File: config.mk
export PLATFORM = sky130hd
export DESIGN_NAME = sleep_wait_queue_by_wake_time
export DESIGN_NICKNAME = d
export VERILOG_FILES = /design/src/rtl/swq_pkg.sv /design/src/rtl/sleep_wait_queue_by_wake_time.sv
export SDC_FILE = /design/constraint.sdc
export NUM_CORES = 1
export LEC_CHECK = 0
export ABC_AREA = 1
export CAP_MARGIN = 30
export CORE_MARGIN = 2
export CORE_UTILIZATION = 35
export DETAILED_ROUTE_END_ITERATION = 10
export DONT_BUFFER_PORTS = 1
export PLACE_DENSITY = 0.63
export SYNTH_ARGS = -nofsm -noshare
export SYNTH_HDL_FRONTEND = slang
export SYNTH_SLANG_ARGS = --single-unit
export TNS_END_PERCENT = 100
File: constraint.sdc
create_clock -name clk_i -period 4.25 [get_ports clk_i]
set_input_delay 0.6375 -clock clk_i [delete_from_list [all_inputs] [get_ports clk_i]]
set_output_delay 0.6375 -clock clk_i [all_outputs]
set_load 0.05 [all_outputs]
File: src/rtl/swq_pkg.sv
// Shared types and constants for the sleep wait queue.
// Depends on nothing; imported by sleep_wait_queue_by_wake_time.
package swq_pkg;

  localparam int unsigned QueueDepthDef = 16;
  localparam int unsigned TaskW         = 8;
  localparam int unsigned TimeW         = 31;
  localparam int unsigned StatusW       = 2;
  localparam int unsigned OccW          = 5;

  // request codes
  localparam logic ReqPush = 1'b0;
  localparam logic ReqPop  = 1'b1;

  // result status codes
  localparam logic [StatusW-1:0] StatusOk    = 2'd0;
  localparam logic [StatusW-1:0] StatusFull  = 2'd1;
  localparam logic [StatusW-1:0] StatusEmpty = 2'd2;

  // one stored queue entry
  typedef struct packed {
    logic [TaskW-1:0] task_id;
    logic [TimeW-1:0] wake_time;
  } swq_entry_t;

endpackage

File: src/rtl/sleep_wait_queue_by_wake_time.sv
// Sleep wait queue: tasks held in ascending wake-time order in a ring memory; needs swq_pkg.
// Full push, empty pop and push into an empty queue go straight to the result; other pushes
// walk back from the tail, shifting each entry with a later wake time up (one compare a cycle).
// One request at a time, taken once the sequencer is idle (even while the last result still
// waits at the output register).
// Reset (async, active low) empties the queue at once; the slot memory is not cleared.
module sleep_wait_queue_by_wake_time #(
  parameter int unsigned QUEUE_DEPTH = swq_pkg::QueueDepthDef
) (
  input  logic                         clk_i,
  input  logic                         rst_ni,
  input  logic                         in_valid_i,
  output logic                         in_ready_o,
  input  logic                         req_type_i,
  input  logic [swq_pkg::TaskW-1:0]    task_id_i,
  input  logic [swq_pkg::TimeW-1:0]    wake_time_i,
  output logic                         out_valid_o,
  input  logic                         out_ready_i,
  output logic [swq_pkg::StatusW-1:0]  status_o,
  output logic [swq_pkg::TaskW-1:0]    out_task_id_o,
  output logic [swq_pkg::TimeW-1:0]    out_wake_time_o,
  output logic [swq_pkg::OccW-1:0]     occupancy_o
);
  import swq_pkg::*;

  localparam int unsigned AW = (QUEUE_DEPTH > 1) ? $clog2(QUEUE_DEPTH) : 1;
  localparam int unsigned CW = $clog2(QUEUE_DEPTH + 1);
  localparam int unsigned SW = AW + 1;

  typedef enum logic [2:0] {
    S_IDLE,
    S_PUSH_CMP,
    S_PUSH_WR,
    S_POP_RD,
    S_RESP
  } state_e;

  state_e state_q, state_d;
  logic [CW-1:0] count_q, count_d;
  logic [AW-1:0] head_q, head_d;
  logic [CW-1:0] pos_q, pos_d;
  swq_entry_t    key_q, key_d;
  logic [StatusW-1:0] res_status_q, res_status_d;
  swq_entry_t    res_entry_q, res_entry_d;
  logic               out_valid_q, out_valid_d;
  logic [StatusW-1:0] out_status_q, out_status_d;
  swq_entry_t         out_entry_q, out_entry_d;
  logic [OccW-1:0]    out_occ_q, out_occ_d;

  // ring memory and its ports
  swq_entry_t mem_q [QUEUE_DEPTH];
  swq_entry_t rd_data_q;
  logic       rd_en, wr_en;
  logic [AW-1:0] rd_addr, wr_addr;
  swq_entry_t wr_data;

  logic accept;
  logic out_free;
  logic later;

  // logical slot to ring address
  function automatic logic [AW-1:0] phys(input logic [AW-1:0] head,
                                         input logic [CW-1:0] idx);
    logic [SW-1:0] sum;
    sum = SW'(head) + SW'(idx);
    if (sum >= SW'(QUEUE_DEPTH)) begin
      sum = sum - SW'(QUEUE_DEPTH);
    end
    return sum[AW-1:0];
  endfunction

  assign in_ready_o = (state_q == S_IDLE);
  assign accept     = in_valid_i && in_ready_o;
  assign out_free   = !out_valid_q || out_ready_i;

  // comparator: held entry leaves after the new one
  assign later = (rd_data_q.wake_time > key_q.wake_time);

  // sequencer next state
  always_comb begin
    state_d      = state_q;
    count_d      = count_q;
    head_d       = head_q;
    pos_d        = pos_q;
    key_d        = key_q;
    res_status_d = res_status_q;
    res_entry_d  = res_entry_q;
    out_valid_d  = out_valid_q;
    out_status_d = out_status_q;
    out_entry_d  = out_entry_q;
    out_occ_d    = out_occ_q;
    rd_en        = 1'b0;
    rd_addr      = phys(head_q, pos_q - CW'(1));
    wr_en        = 1'b0;
    wr_addr      = phys(head_q, pos_q);
    wr_data      = key_q;

    if (out_valid_q && out_ready_i) begin
      out_valid_d = 1'b0;
    end

    unique case (state_q)
      S_IDLE: begin
        if (accept) begin
          key_d.task_id   = task_id_i;
          key_d.wake_time = wake_time_i;
          res_status_d    = StatusOk;
          res_entry_d     = '0;
          if (req_type_i == ReqPop) begin
            if (count_q == '0) begin
              res_status_d = StatusEmpty;
              state_d      = S_RESP;
            end else begin
              rd_en   = 1'b1;
              rd_addr = head_q;
              state_d = S_POP_RD;
            end
          end else begin
            if (count_q == CW'(QUEUE_DEPTH)) begin
              res_status_d = StatusFull;
              state_d      = S_RESP;
            end else if (count_q == '0) begin
              wr_en             = 1'b1;
              wr_addr           = head_q;
              wr_data.task_id   = task_id_i;
              wr_data.wake_time = wake_time_i;
              count_d           = count_q + CW'(1);
              state_d           = S_RESP;
            end else begin
              rd_en   = 1'b1;
              rd_addr = phys(head_q, count_q - CW'(1));
              pos_d   = count_q;
              state_d = S_PUSH_CMP;
            end
          end
        end
      end

      // one held entry per cycle: shift it up or drop the new one in
      S_PUSH_CMP: begin
        wr_en = 1'b1;
        if (later) begin
          wr_data = rd_data_q;
          pos_d   = pos_q - CW'(1);
          if (pos_q == CW'(1)) begin
            state_d = S_PUSH_WR;
          end else begin
            rd_en   = 1'b1;
            rd_addr = phys(head_q, pos_q - CW'(2));
          end
        end else begin
          count_d = count_q + CW'(1);
          state_d = S_RESP;
        end
      end

      // new entry lands at the front
      S_PUSH_WR: begin
        wr_en   = 1'b1;
        count_d = count_q + CW'(1);
        state_d = S_RESP;
      end

      S_POP_RD: begin
        res_entry_d = rd_data_q;
        head_d      = phys(head_q, CW'(1));
        count_d     = count_q - CW'(1);
        state_d     = S_RESP;
      end

      S_RESP: begin
        if (out_free) begin
          out_valid_d  = 1'b1;
          out_status_d = res_status_q;
          out_entry_d  = res_entry_q;
          out_occ_d    = OccW'(count_q);
          state_d      = S_IDLE;
        end
      end

      default: begin
        state_d = S_IDLE;
      end
    endcase
  end

  // state and registered outputs
  always_ff @(posedge clk_i or negedge rst_ni) begin
    if (!rst_ni) begin
      state_q      <= S_IDLE;
      count_q      <= '0;
      head_q       <= '0;
      pos_q        <= '0;
      key_q        <= '0;
      res_status_q <= StatusOk;
      res_entry_q  <= '0;
      out_valid_q  <= 1'b0;
      out_status_q <= StatusOk;
      out_entry_q  <= '0;
      out_occ_q    <= '0;
    end else begin
      state_q      <= state_d;
      count_q      <= count_d;
      head_q       <= head_d;
      pos_q        <= pos_d;
      key_q        <= key_d;
      res_status_q <= res_status_d;
      res_entry_q  <= res_entry_d;
      out_valid_q  <= out_valid_d;
      out_status_q <= out_status_d;
      out_entry_q  <= out_entry_d;
      out_occ_q    <= out_occ_d;
    end
  end

  // slot memory: one write, one registered read per cycle
  always_ff @(posedge clk_i) begin
    if (wr_en) begin
      mem_q[wr_addr] <= wr_data;
    end
    if (rd_en) begin
      rd_data_q <= mem_q[rd_addr];
    end
  end

  assign out_valid_o     = out_valid_q;
  assign status_o        = out_status_q;
  assign out_task_id_o   = out_entry_q.task_id;
  assign out_wake_time_o = out_entry_q.wake_time;
  assign occupancy_o     = out_occ_q;

`ifndef NO_ASSERTIONS
  a_count_bound: assert property (@(posedge clk_i) disable iff (!rst_ni)
    count_q <= CW'(QUEUE_DEPTH))
    else $error("entry count above queue depth");

  a_empty_pop: assert property (@(posedge clk_i) disable iff (!rst_ni)
    accept && (req_type_i == ReqPop) && (count_q == '0)
    |=> (state_q == S_RESP) && (res_status_q == StatusEmpty))
    else $error("pop from empty queue not reported");

  a_scan_pos: assert property (@(posedge clk_i) disable iff (!rst_ni)
    (state_q == S_PUSH_CMP) |-> (pos_q != '0) && (pos_q <= count_q))
    else $error("insertion scan position out of range");

  a_idle_hold: assert property (@(posedge clk_i) disable iff (!rst_ni)
    (state_q == S_IDLE) && !accept |=> $stable(count_q) && $stable(head_q))
    else $error("queue changed without a request");
`endif

endmodule

# == Yosys cells after proc, flatten, opt, wreduce, memory -nomap -nowiden ==
# Memories as Yosys holds them, arrays and structs flattened. A register that Yosys moved wholly into a read port is not among the register bits.
# Index checks and enable logic that the tools add are counted.
# totals
ff_bits,144
latch_bits,0
ram_bits,624
rom_bits,0
input_bits,44
out_inout_bits,48
elab_cells,134
n_memories,1
# op_classes
n_addsub,14
multipliers,0
n_div,0
magnitude_cmp,6
n_eq_ne,15
shift,0
mux,67
n_bitwise,0
n_reduce_logical,17
# memory_table
memory,words,width,read_ports,rd_ports_with_merged_regs,write_ports,line,text
mem_q,16,39,1,1,1,sleep_wait_queue_by_wake_time.sv:51,swq_entry_t mem_q [QUEUE_DEPTH];
# op_table
op,count
$mux 39,6
$pmux 39 s2,2
$mux 4,17
$mux 5,10
$gt 31x31->1,1
$ge 5x5->1 const B,5
$mux 3,8
$add 4x5->5,4
$pmux 5 s4,1
$sub 4x1->4 const B,5
$mux 1,16
$ne 2x2->1 const B,6
$pmux 3 s4,1
$reduce_and 6->1,2
$pmux 5 s2,1
$sub 5x1->5 const B,2
$pmux 4 s2,1
$eq 3x2->1 const B,2
$reduce_and 2->1,3
$add 4x1->5 const B,1
$add 5x1->5 const B,1
$eq 5x1->1 const B,1
$eq 5x5->1 const B,1
$logic_not 5->1,1
other kinds (15),21

# == Logic depth before layout (Yosys ltp) ==
# Gate-level depths: netlist of run 1.
# logic_depth
word_depth,9
ltp_mapped,24
ltp_nobuf,22

# == Worst setup path before layout of run 1 ==
# OpenSTA, ideal clock, no wires.
# synth_timing
kind,register to register
startpoint,register state_q[1]
endpoint,register rd_data_q[0] (netlist name)
t_arrival_ps,4042
required_time_ps,3761
path_slack_ps,-282
path_stages_with_launch,7
cell_sequence,dfrtp_1 > nor2_4 > inv_2 > nor2_8 > nand2_2 > clkbuf_1 > o21ai_0
# synth_between
elab_chain_len,4
word_cells_on_any_way,7
cone_classes,eq/ne: 1; mux: 4; reduce/logical: 2
# synth_rtl
item,line,text
from (decl),sleep_wait_queue_by_wake_time.sv:38,"state_e state_q, state_d;"
from (signal assigned),sleep_wait_queue_by_wake_time.sv:202,state_q <= state_d;
$logic_not 3->1 *,sleep_wait_queue_by_wake_time.sv:72,assign in_ready_o = (state_q == S_IDLE);
net in_ready_o,sleep_wait_queue_by_wake_time.sv:13,"output logic in_ready_o,"
$logic_and 1x1->1,sleep_wait_queue_by_wake_time.sv:73,assign accept = in_valid_i && in_ready_o;
$mux 1,sleep_wait_queue_by_wake_time.sv:104,if (accept) begin
$pmux 1 s2 *,sleep_wait_queue_by_wake_time.sv:102,unique case (state_q)
net rd_en,sleep_wait_queue_by_wake_time.sv:53,"logic rd_en, wr_en;"
# Mark *: on every way through the listed nets, which the timed path passes. The rest lies on a longest branch.
# A chain may end at the register's enable or synchronous reset.

# == Worst setup path after layout of run 1 ==
# layout_timing
startpoint,register rd_data_q[4] (netlist name)
endpoint,register rd_data_q[21] (netlist name)
# layout_between
elab_chain_len,3
word_cells_on_any_way,5
cone_classes,order compare: 1; mux: 4
# layout_rtl
item,line,text
$gt 31x31->1 *,sleep_wait_queue_by_wake_time.sv:77,assign later = (rd_data_q.wake_time > key_q.wake_time);
$mux 4 / $mux 1 (equally long branches),sleep_wait_queue_by_wake_time.sv:142,if (later) begin
$pmux 4 s2 / $pmux 1 s2 (equally long branches),sleep_wait_queue_by_wake_time.sv:102,
# Mark *: on every way between the ends. The rest lies on a longest branch, timed or not.

==> Flow_metrics.wiki, run 1 <==
{| class="wikitable"
! Metric !! Value
|-
| Status || finished, violations left
|-
| Violations in the final reports || negative hold slack
|-
| Synth Cell Area || about 36000 um2
|-
| Sequential Area || around 24000 um2
|-
| Initial antenna violation count || 1
|-
| Arrival time at the worst endpoint || 4080 ps
|-
| Inserted Clock Buffers || 79
|-
| Wire length of the first global-routing pass || 151000 um
|-
| Seq cells post-synth || about 800
|-
| Number of nets with antenna violations after detailed routing || 0
|-
| Drt drc || 0
|-
| Final worst path period need || 3740 ps
|-
| Largest fanout on the critical path || around 130
|-
| GR Util All Layers || 0.183
|-
| Portion of the post-synthesis area used by sequential elements || 0.650
|-
| Transition at the pin with the smallest max-transition slack || 1100 ps
|-
| Final Cycle Share || 0.881
|-
| Die Outline Area || 106000 um2
|-
| Most common cell after layout, fill and taps aside || sky130_fd_sc_hd__nand2_1
|-
| Max_slew headroom || 0.263
|-
| Classification of the worst-slack hold path || primary input to asynchronous set/reset pin
|-
| R2R cell count || 19
|-
| Number of hold violations in the final report || 23
|-
| CP cell instances || ha_1, nand2_1, nor2_1, nand2_1, nand2_1, nand2_1, nand2_1, nand2_1, nand2_2, nand2_4, nand2_1, nand3_1, nand2_8, buf_12, nand3_1, nand3_1, nand3_1, nand3_1, nand2_1
|-
| Gp weighted congestion || 0.881
|-
| Final Worst Setup Slack || between 500 and 600 ps
|-
| Worst R2R Start || rd_data_q[4]
|-
| Worst-case clock skew || 33.9 ps
|-
| Number of failing setup endpoints in the final timing report || 0
|-
| I/O pins || 92
|-
| Fill cells || 9682
|-
| Port Buffer Count || 0
|-
| Startpoint-to-endpoint class of the critical path || flip-flop to flip-flop
|-
| Via-to-Cell Ratio || 5.10
|-
| Placement Setup Slack || between 600 and 700 ps
|-
| Number of cells in the design after placement || about 4.8k
|-
| Worst path slowest cell || sky130_fd_sc_hd__edfxtp_1
|-
| Post-Syn Instances || approximately 3.5k
|-
| Number of H-tree branching levels || 3
|-
| Vertical extent of the die || about 330 um
|-
| Total number of clock tree sinks || roughly 800
|-
| Delay of the slowest cell on the worst path || about 540 ps
|-
| Top FF cell, synth || sky130_fd_sc_hd__edfxtp_1
|-
| Post-CTS setup repair buffer count || 0
|-
| Clock insertion delay at the later pin of the skew report || around 660 ps
|-
| Count of cell types in the netlist || between 40 and 50
|-
| Max Clock Freq || around 0.27 GHz
|-
| Via count of the first global-routing pass || between 20k and 25k
|-
| DR pass1 iterations || 6
|-
| Effective utilization at floorplan || 0.354
|-
| Startpoint Class || flip-flop
|-
| DIE WIDTH || 326 um
|-
| Synth Area per Inst || roughly 10 um2
|-
| Area growth from synthesis to final layout || 14.0%
|-
| Layout cells sized above 1 || 0.0887
|-
| Critical path required time || approximately 4600 ps
|-
| R2r endpoint || rd_data_q[21]
|-
| Routed wirelength normalized by instance count || between 15 and 20 um
|-
| Smallest hold slack || -31.7 ps
|-
| Clock tree from TritonCTS || built
|-
| Post-synth EDFFs || roughly 660
|-
| Reg2reg setup slack || just over 500 ps
|-
| Maximum number of pins on one net before global-route repair || 145
|-
| Async set or reset register ratio after synthesis || 0.178
|-
| Kind of end point of the critical path || flip-flop
|-
| Most prevalent standard cell on the critical path || sky130_fd_sc_hd__nand2_1
|-
| Non-filler instance count after layout || between 4k and 5k
|-
| Final #Nets || 3651
|-
| Half-perimeter wire length after placement || roughly 57000 um
|-
| Initial DRC Count || ~2.7k
|-
| Clock-pin slew of the registers on the worst-case setup and hold paths || 70 ps
|-
| Max Cap Violations || 0
|-
| Total count of max-transition violations in the final report || 0
|-
| Count of yosys warnings during synthesis || 0
|-
| Final wirelength || about 100000 um
|-
| RSZ-0062 raised after global routing || false
|-
| Clock buffer depth || 3
|-
| Area taken by multi-input logic gates || roughly 10000 um2
|-
| Net Count, Synth || ~3.6k
|-
| Residual overflow from global routing || 0
|-
| Core Region || approximately 100000 um2
|-
| Via total after detailed routing || ~25k
|-
| Accumulated negative setup slack || 0 ps
|-
| CTS Root Buffer Type || sky130_fd_sc_hd__clkbuf_16
|-
| # rows || around 120
|-
| Leading cell types in the layout, fill and taps excluded || 932 x sky130_fd_sc_hd__nand2_1, 722 x sky130_fd_sc_hd__nand3_1, 663 x sky130_fd_sc_hd__edfxtp_1
|}
[synth_stat cells (2+ instances only)]
| master | instances | area [um2] |
|---|---|---|
| sky130_fd_sc_hd__a211oi_1 | 3 | 22.5 |
| sky130_fd_sc_hd__buf_6 | 7 | 78.8 |
| sky130_fd_sc_hd__edfxtp_1 | 663 | 19900 |
| sky130_fd_sc_hd__nor2_4 | 4 | 45.0 |
| sky130_fd_sc_hd__o221ai_1 | 18 | 158 |
| sky130_fd_sc_hd__o21ai_1 | 6 | 30.0 |
| sky130_fd_sc_hd__o211ai_1 | 9 | 67.6 |
| sky130_fd_sc_hd__nand2_2 | 7 | 43.8 |
| sky130_fd_sc_hd__inv_2 | 11 | 41.3 |
| sky130_fd_sc_hd__nor2_8 | 2 | 40.0 |
| sky130_fd_sc_hd__a32oi_1 | 18 | 158 |
| sky130_fd_sc_hd__nand3_1 | 722 | 3610 |
| sky130_fd_sc_hd__o22ai_1 | 2 | 12.5 |
| sky130_fd_sc_hd__xnor2_1 | 7 | 61.3 |
| sky130_fd_sc_hd__ha_1 | 48 | 601 |
| sky130_fd_sc_hd__nor2_1 | 48 | 180 |
| sky130_fd_sc_hd__inv_1 | 470 | 1760 |
| sky130_fd_sc_hd__dfrtp_1 | 144 | 3600 |
| sky130_fd_sc_hd__o21ai_0 | 147 | 736 |
| sky130_fd_sc_hd__nand4_1 | 3 | 18.8 |
| sky130_fd_sc_hd__buf_2 | 93 | 465 |
| sky130_fd_sc_hd__nand2_4 | 3 | 33.8 |
| sky130_fd_sc_hd__clkbuf_1 | 82 | 308 |
| sky130_fd_sc_hd__buf_1 | 5 | 18.8 |
| sky130_fd_sc_hd__a221oi_2 | 2 | 30.0 |
| sky130_fd_sc_hd__a21o_1 | 2 | 15.0 |
| sky130_fd_sc_hd__nand2_1 | 935 | 3510 |
| sky130_fd_sc_hd__a21oi_1 | 36 | 180 |
| sky130_fd_sc_hd__xor2_1 | 15 | 131 |
| sky130_fd_sc_hd__buf_4 | 15 | 113 |
| sky130_fd_sc_hd__fa_1 | 4 | 80.1 |
[metal layers]
layer,share of wire,track usage
met5,0,0
met4,0.028,0.0562
met3,0.084,0.0292
met2,0.47,0.297
met1,0.42,0.253
[worst max path at each step]
stage            startpoint            end  slack (ps)
6_report       rd_data_q[4]  rd_data_q[21]         510
5_1_grt        rd_data_q[4]  rd_data_q[21]         330
4_1_cts        rd_data_q[4]  rd_data_q[21]         610
3_5_place_dp   rd_data_q[4]  rd_data_q[21]         630
3_3_place_gp     count_q[1]   mem_q[3][23]         570
2_1_floorplan    count_q[0]   mem_q[12][0]         240
[worst max-delay path, delay by kind of cell, from the launching register on]
| kind | cells | cell delay, ps |
|---|---|---|
| and+or+nand+nor | 17 | 1960 |
| DFF | 1 | 540 |
| buffers and inverters | 1 | 430 |
| adders and majority gates | 1 | 360 |
[flip-flops by register name (all words and copies together) (netlist names)]
name,flops
state_q,3
res_entry_q,39
pos_q,5
res_status_q,2
occupancy_o,5
head_q,4
rd_data_q,39
key_q,39
count_q,5
status_o,2
mem_q,624
out_valid_o,1
out_wake_time_o,31
out_task_id_o,8
[through the flow]
stage | util | cell area (um2)
floorplan | - | 36200
global placement | 0.377 | 38500
detailed placement | 0.377 | 38600
CTS | 0.404 | 41200
global route | 0.404 | 41200
finish | 0.404 | 41200
[final cells by class]
| cell class | instances | area share |
|---|---|---|
| sequential | 807 | 0.570 |
| antenna | 1 | 0.0000607 |
| tap | 1368 | 0.0415 |
| multi-input combinational | 2053 | 0.244 |
| timing repair buffer | 132 | 0.0359 |
| clock buffer | 91 | 0.0518 |
| inverter | 482 | 0.0439 |
| clock inverter | 53 | 0.0124 |
[cells by family (layout without fill, tap and decap cells)]
logic type,after synthesis,count (layout),synth area share
AND/OR/NAND/NOR,1729,1729,0.208
multiplexers,1,1,0.000311
XOR/XNOR,23,23,0.00577
flip-flops,807,807,0.650
adder cells (fa/ha/maj),52,52,0.0188
buffers and inverters,684,758,0.0772
AO/OA/AOI/OAI,248,248,0.0401
other,0,1,0
[what timing repair did]
| action | CTS | global route |
|---|---|---|
| endpoints found under the hold margin | 144 | 0 |
| resized for setup | 0 | 0 |
| hold buffers | 1 | 0 |
Power of run 1 is left out: the tool's default activity adds up to more than one toggle a clock period on the data nets, which glitch-free logic cannot reach.
==> inputs of run 2 (changes only) <==
--- a/config.mk
+++ b/config.mk
@@ -7,7 +7,6 @@
 export LEC_CHECK = 0
 export ABC_AREA = 1
 export CAP_MARGIN = 30
-export CORE_MARGIN = 2
 export CORE_UTILIZATION = 35
 export DETAILED_ROUTE_END_ITERATION = 10
 export DONT_BUFFER_PORTS = 1
==> constraint.sdc (replaced) <==
create_clock -name clk_i -period 4.25 [get_ports clk_i]
set_input_delay 0.425 -clock clk_i [delete_from_list [all_inputs] [get_ports clk_i]]
set_output_delay 0.425 -clock clk_i [all_outputs]
set_load 0.05 [all_outputs]
==> run 2 against run 1 <==
Against the previous run: the flow now finishes without violations; clock skew decreased by 13 ps; non-clock buffer count up 19; final area increased by 0.30%; die area fell by 1.2%; global-route usage increased by 0.63 points; via count is 0.79% higher; core utilization increased by 0.12 points; routed wire length increased by 1.3%; register-to-register slack worse by 120 ps; cell count is 0.54% higher; sequential cell count unchanged; critical path type unchanged; largest cell class unchanged.
==> Flow_metrics.wiki, run 2 (synthesis results as in run 1) <==
{| class="wikitable"
! Metric !! Value
|-
| Smallest hold slack || 20.4 ps (+52.1 ps)
|-
| Clock tree from TritonCTS || built
|-
| Inserted Clock Buffers || 82 (+3.8%)
|-
| # rows || 117 (unchanged)
|-
| Via-to-Cell Ratio || 5.11 (+0.25%)
|-
| Fill cells || 9697 (+0.15%)
|-
| Arrival time at the worst endpoint || 4240 ps (+160 ps)
|-
| Half-perimeter wire length after placement || 57000 um (+0.52%)
|-
| Vertical extent of the die || 324 um (-0.61%)
|-
| Most common cell after layout, fill and taps aside || sky130_fd_sc_hd__nand2_1
|-
| Number of failing setup endpoints in the final timing report || 0 (unchanged)
|-
| Accumulated negative setup slack || 0 ps (unchanged)
|-
| Reg2reg setup slack || 390 ps (-120 ps)
|-
| Via total after detailed routing || 25.6k (+0.79%)
|-
| Startpoint-to-endpoint class of the critical path || flip-flop to flip-flop
|-
| Die Outline Area || 105000 um2 (-1.2%)
|-
| Number of gates resized after cts || 0 (unchanged)
|-
| Drt drc || 0 (unchanged)
|-
| Kind of end point of the critical path || flip-flop
|-
| Final worst path period need || 3860 ps (+119 ps)
|-
| Maximum number of pins on one net before global-route repair || 145 (unchanged)
|-
| Max reg flops || 624 (unchanged)
|-
| DR pass1 iterations || 5 (-1)
|-
| Clock-pin slew of the registers on the worst-case setup and hold paths || 60 ps (about the same)
|-
| Residual overflow from global routing || 0 (unchanged)
|-
| Layout cells sized above 1 || 0.0829 (-0.00585)
|-
| Final #Nets || 3673 (+0.60%)
|-
| Area growth from synthesis to final layout || 14.3%
|-
| RSZ-0062 raised after global routing || false
|-
| Wire length of the first global-routing pass || 150000 um (-0.13%)
|-
| Gp weighted congestion || 0.864 (-2.0%)
|-
| Number of hold violations in the final report || 0 (-100%)
|-
| Max Cap Violations || 0 (unchanged)
|-
| Largest reg by FF count || mem_q
|-
| Initial antenna violation count || 3 (+2)
|-
| Total count of max-transition violations in the final report || 0 (unchanged)
|-
| Number of H-tree branching levels || 3 (unchanged)
|-
| Port Buffer Count || 0 (unchanged)
|-
| Final Cycle Share || 0.909 (+0.0280)
|-
| Number of nets with antenna violations after detailed routing || 0 (unchanged)
|-
| GR Util All Layers || 0.190 (+0.00629)
|-
| Total number of clock tree sinks || 807 (unchanged)
|-
| Clock buffer depth || 3 (unchanged)
|-
| Startpoint Class || flip-flop
|-
| CTS Root Buffer Type || sky130_fd_sc_hd__clkbuf_16
|-
| Status || complete, no violations
|-
| Total of hold buffers inserted after clock tree synthesis || 32 (+31)
|-
| Transition at the pin with the smallest max-transition slack || 1020 ps (-81.0 ps)
|-
| Largest fanout on the critical path || 35 (-74%)
|-
| Clock insertion delay at the later pin of the skew report || 640 ps (-20 ps)
|-
| Critical path required time || 4620 ps (+30 ps)
|-
| I/O pins || 92 (unchanged)
|-
| Effective utilization at floorplan || 0.354 (unchanged)
|-
| DIE WIDTH || 324 um (-0.61%)
|-
| Max_slew headroom || 0.319 (+0.0563)
|-
| Post-CTS setup repair buffer count || 0 (unchanged)
|-
| Routed wirelength normalized by instance count || 19.9 um (+0.73%)
|-
| Initial DRC Count || 2673 (+0.11%)
|-
| Leading cell types in the layout, fill and taps excluded || 932 x sky130_fd_sc_hd__nand2_1, 722 x sky130_fd_sc_hd__nand3_1, 663 x sky130_fd_sc_hd__edfxtp_1
|-
| Classification of the worst-slack hold path || primary input to flip-flop
|-
| Max Clock Freq || 0.259 GHz (-3.1%)
|-
| Final wirelength || 99900 um (+1.3%)
|-
| Core Region || 102000 um2 (unchanged)
|-
| Via count of the first global-routing pass || 24.2k (+0.70%)
|-
| Worst-case clock skew || 21.0 ps (-12.9 ps)
|}
run 2: worst max-delay path, stage by stage, from the launching register on:
cell and delay [ps]:
sky130_fd_sc_hd__edfxtp_1 560, sky130_fd_sc_hd__ha_1 350, sky130_fd_sc_hd__nand2_1 90, sky130_fd_sc_hd__inv_1 60, sky130_fd_sc_hd__nand2_1 60, sky130_fd_sc_hd__nand2_1 40, sky130_fd_sc_hd__a21oi_1 270, sky130_fd_sc_hd__nand2_1 90
sky130_fd_sc_hd__nand2_1 80, sky130_fd_sc_hd__nand2_2 100, sky130_fd_sc_hd__nand2_4 140, sky130_fd_sc_hd__nand2_1 70, sky130_fd_sc_hd__nand3_1 170, sky130_fd_sc_hd__nand2_8 230, sky130_fd_sc_hd__nand2_8 320, sky130_fd_sc_hd__buf_4 430
sky130_fd_sc_hd__nand2_1 90, sky130_fd_sc_hd__nand3_1 80, sky130_fd_sc_hd__nand3_1 80, sky130_fd_sc_hd__nand3_1 130, sky130_fd_sc_hd__nand2_1 120
run 2: layer usage:
metal | up-vias | part of all wire | track usage
li1 | 11946 | - | -
met1 | 12418 | 0.42 | 0.259
met2 | 1111 | 0.47 | 0.312
met3 | 165 | 0.084 | 0.0297
met4 | 0 | 0.025 | 0.0540
met5 | - | 0 | 0
run 2: final cells by class:
class,instances,area (um2),area share
inverter,482,1810,0.0437
sequential,807,23500,0.569
clock inverter,51,503,0.0122
multi-input combinational,2053,10100,0.243
antenna,2,5.00,0.000121
timing repair buffer,151,1550,0.0374
tap,1368,1710,0.0414
clock buffer,100,2200,0.0533
run 2: metrics by stage:
stage	instances	setup WS [ps]	area, um2	util
global placement	4816	487	38200	0.374
floorplan	3544	235	36200	-
CTS	5012	442	41400	0.405
detailed placement	4829	454	38300	0.375
finish	5014	388	41400	0.405
global route	5012	136	41400	0.405
run 2: worst paths after layout:
check | cells after the start | startpoint | endpoint
setup reg to reg | 20 | rd_data_q[13] | rd_data_q[5]
max in group asynchronous | 2 | rst_ni | key_q[11]
setup / recovery | 20 | rd_data_q[13] | rd_data_q[5]
hold / removal | 2 | wake_time_i[11] | key_q[11]
min in group asynchronous | 2 | rst_ni | occupancy_o[4]
hold reg to reg | 2 | rd_data_q[33] | res_entry_q[33]
Power of run 2 is left out for the same reason.
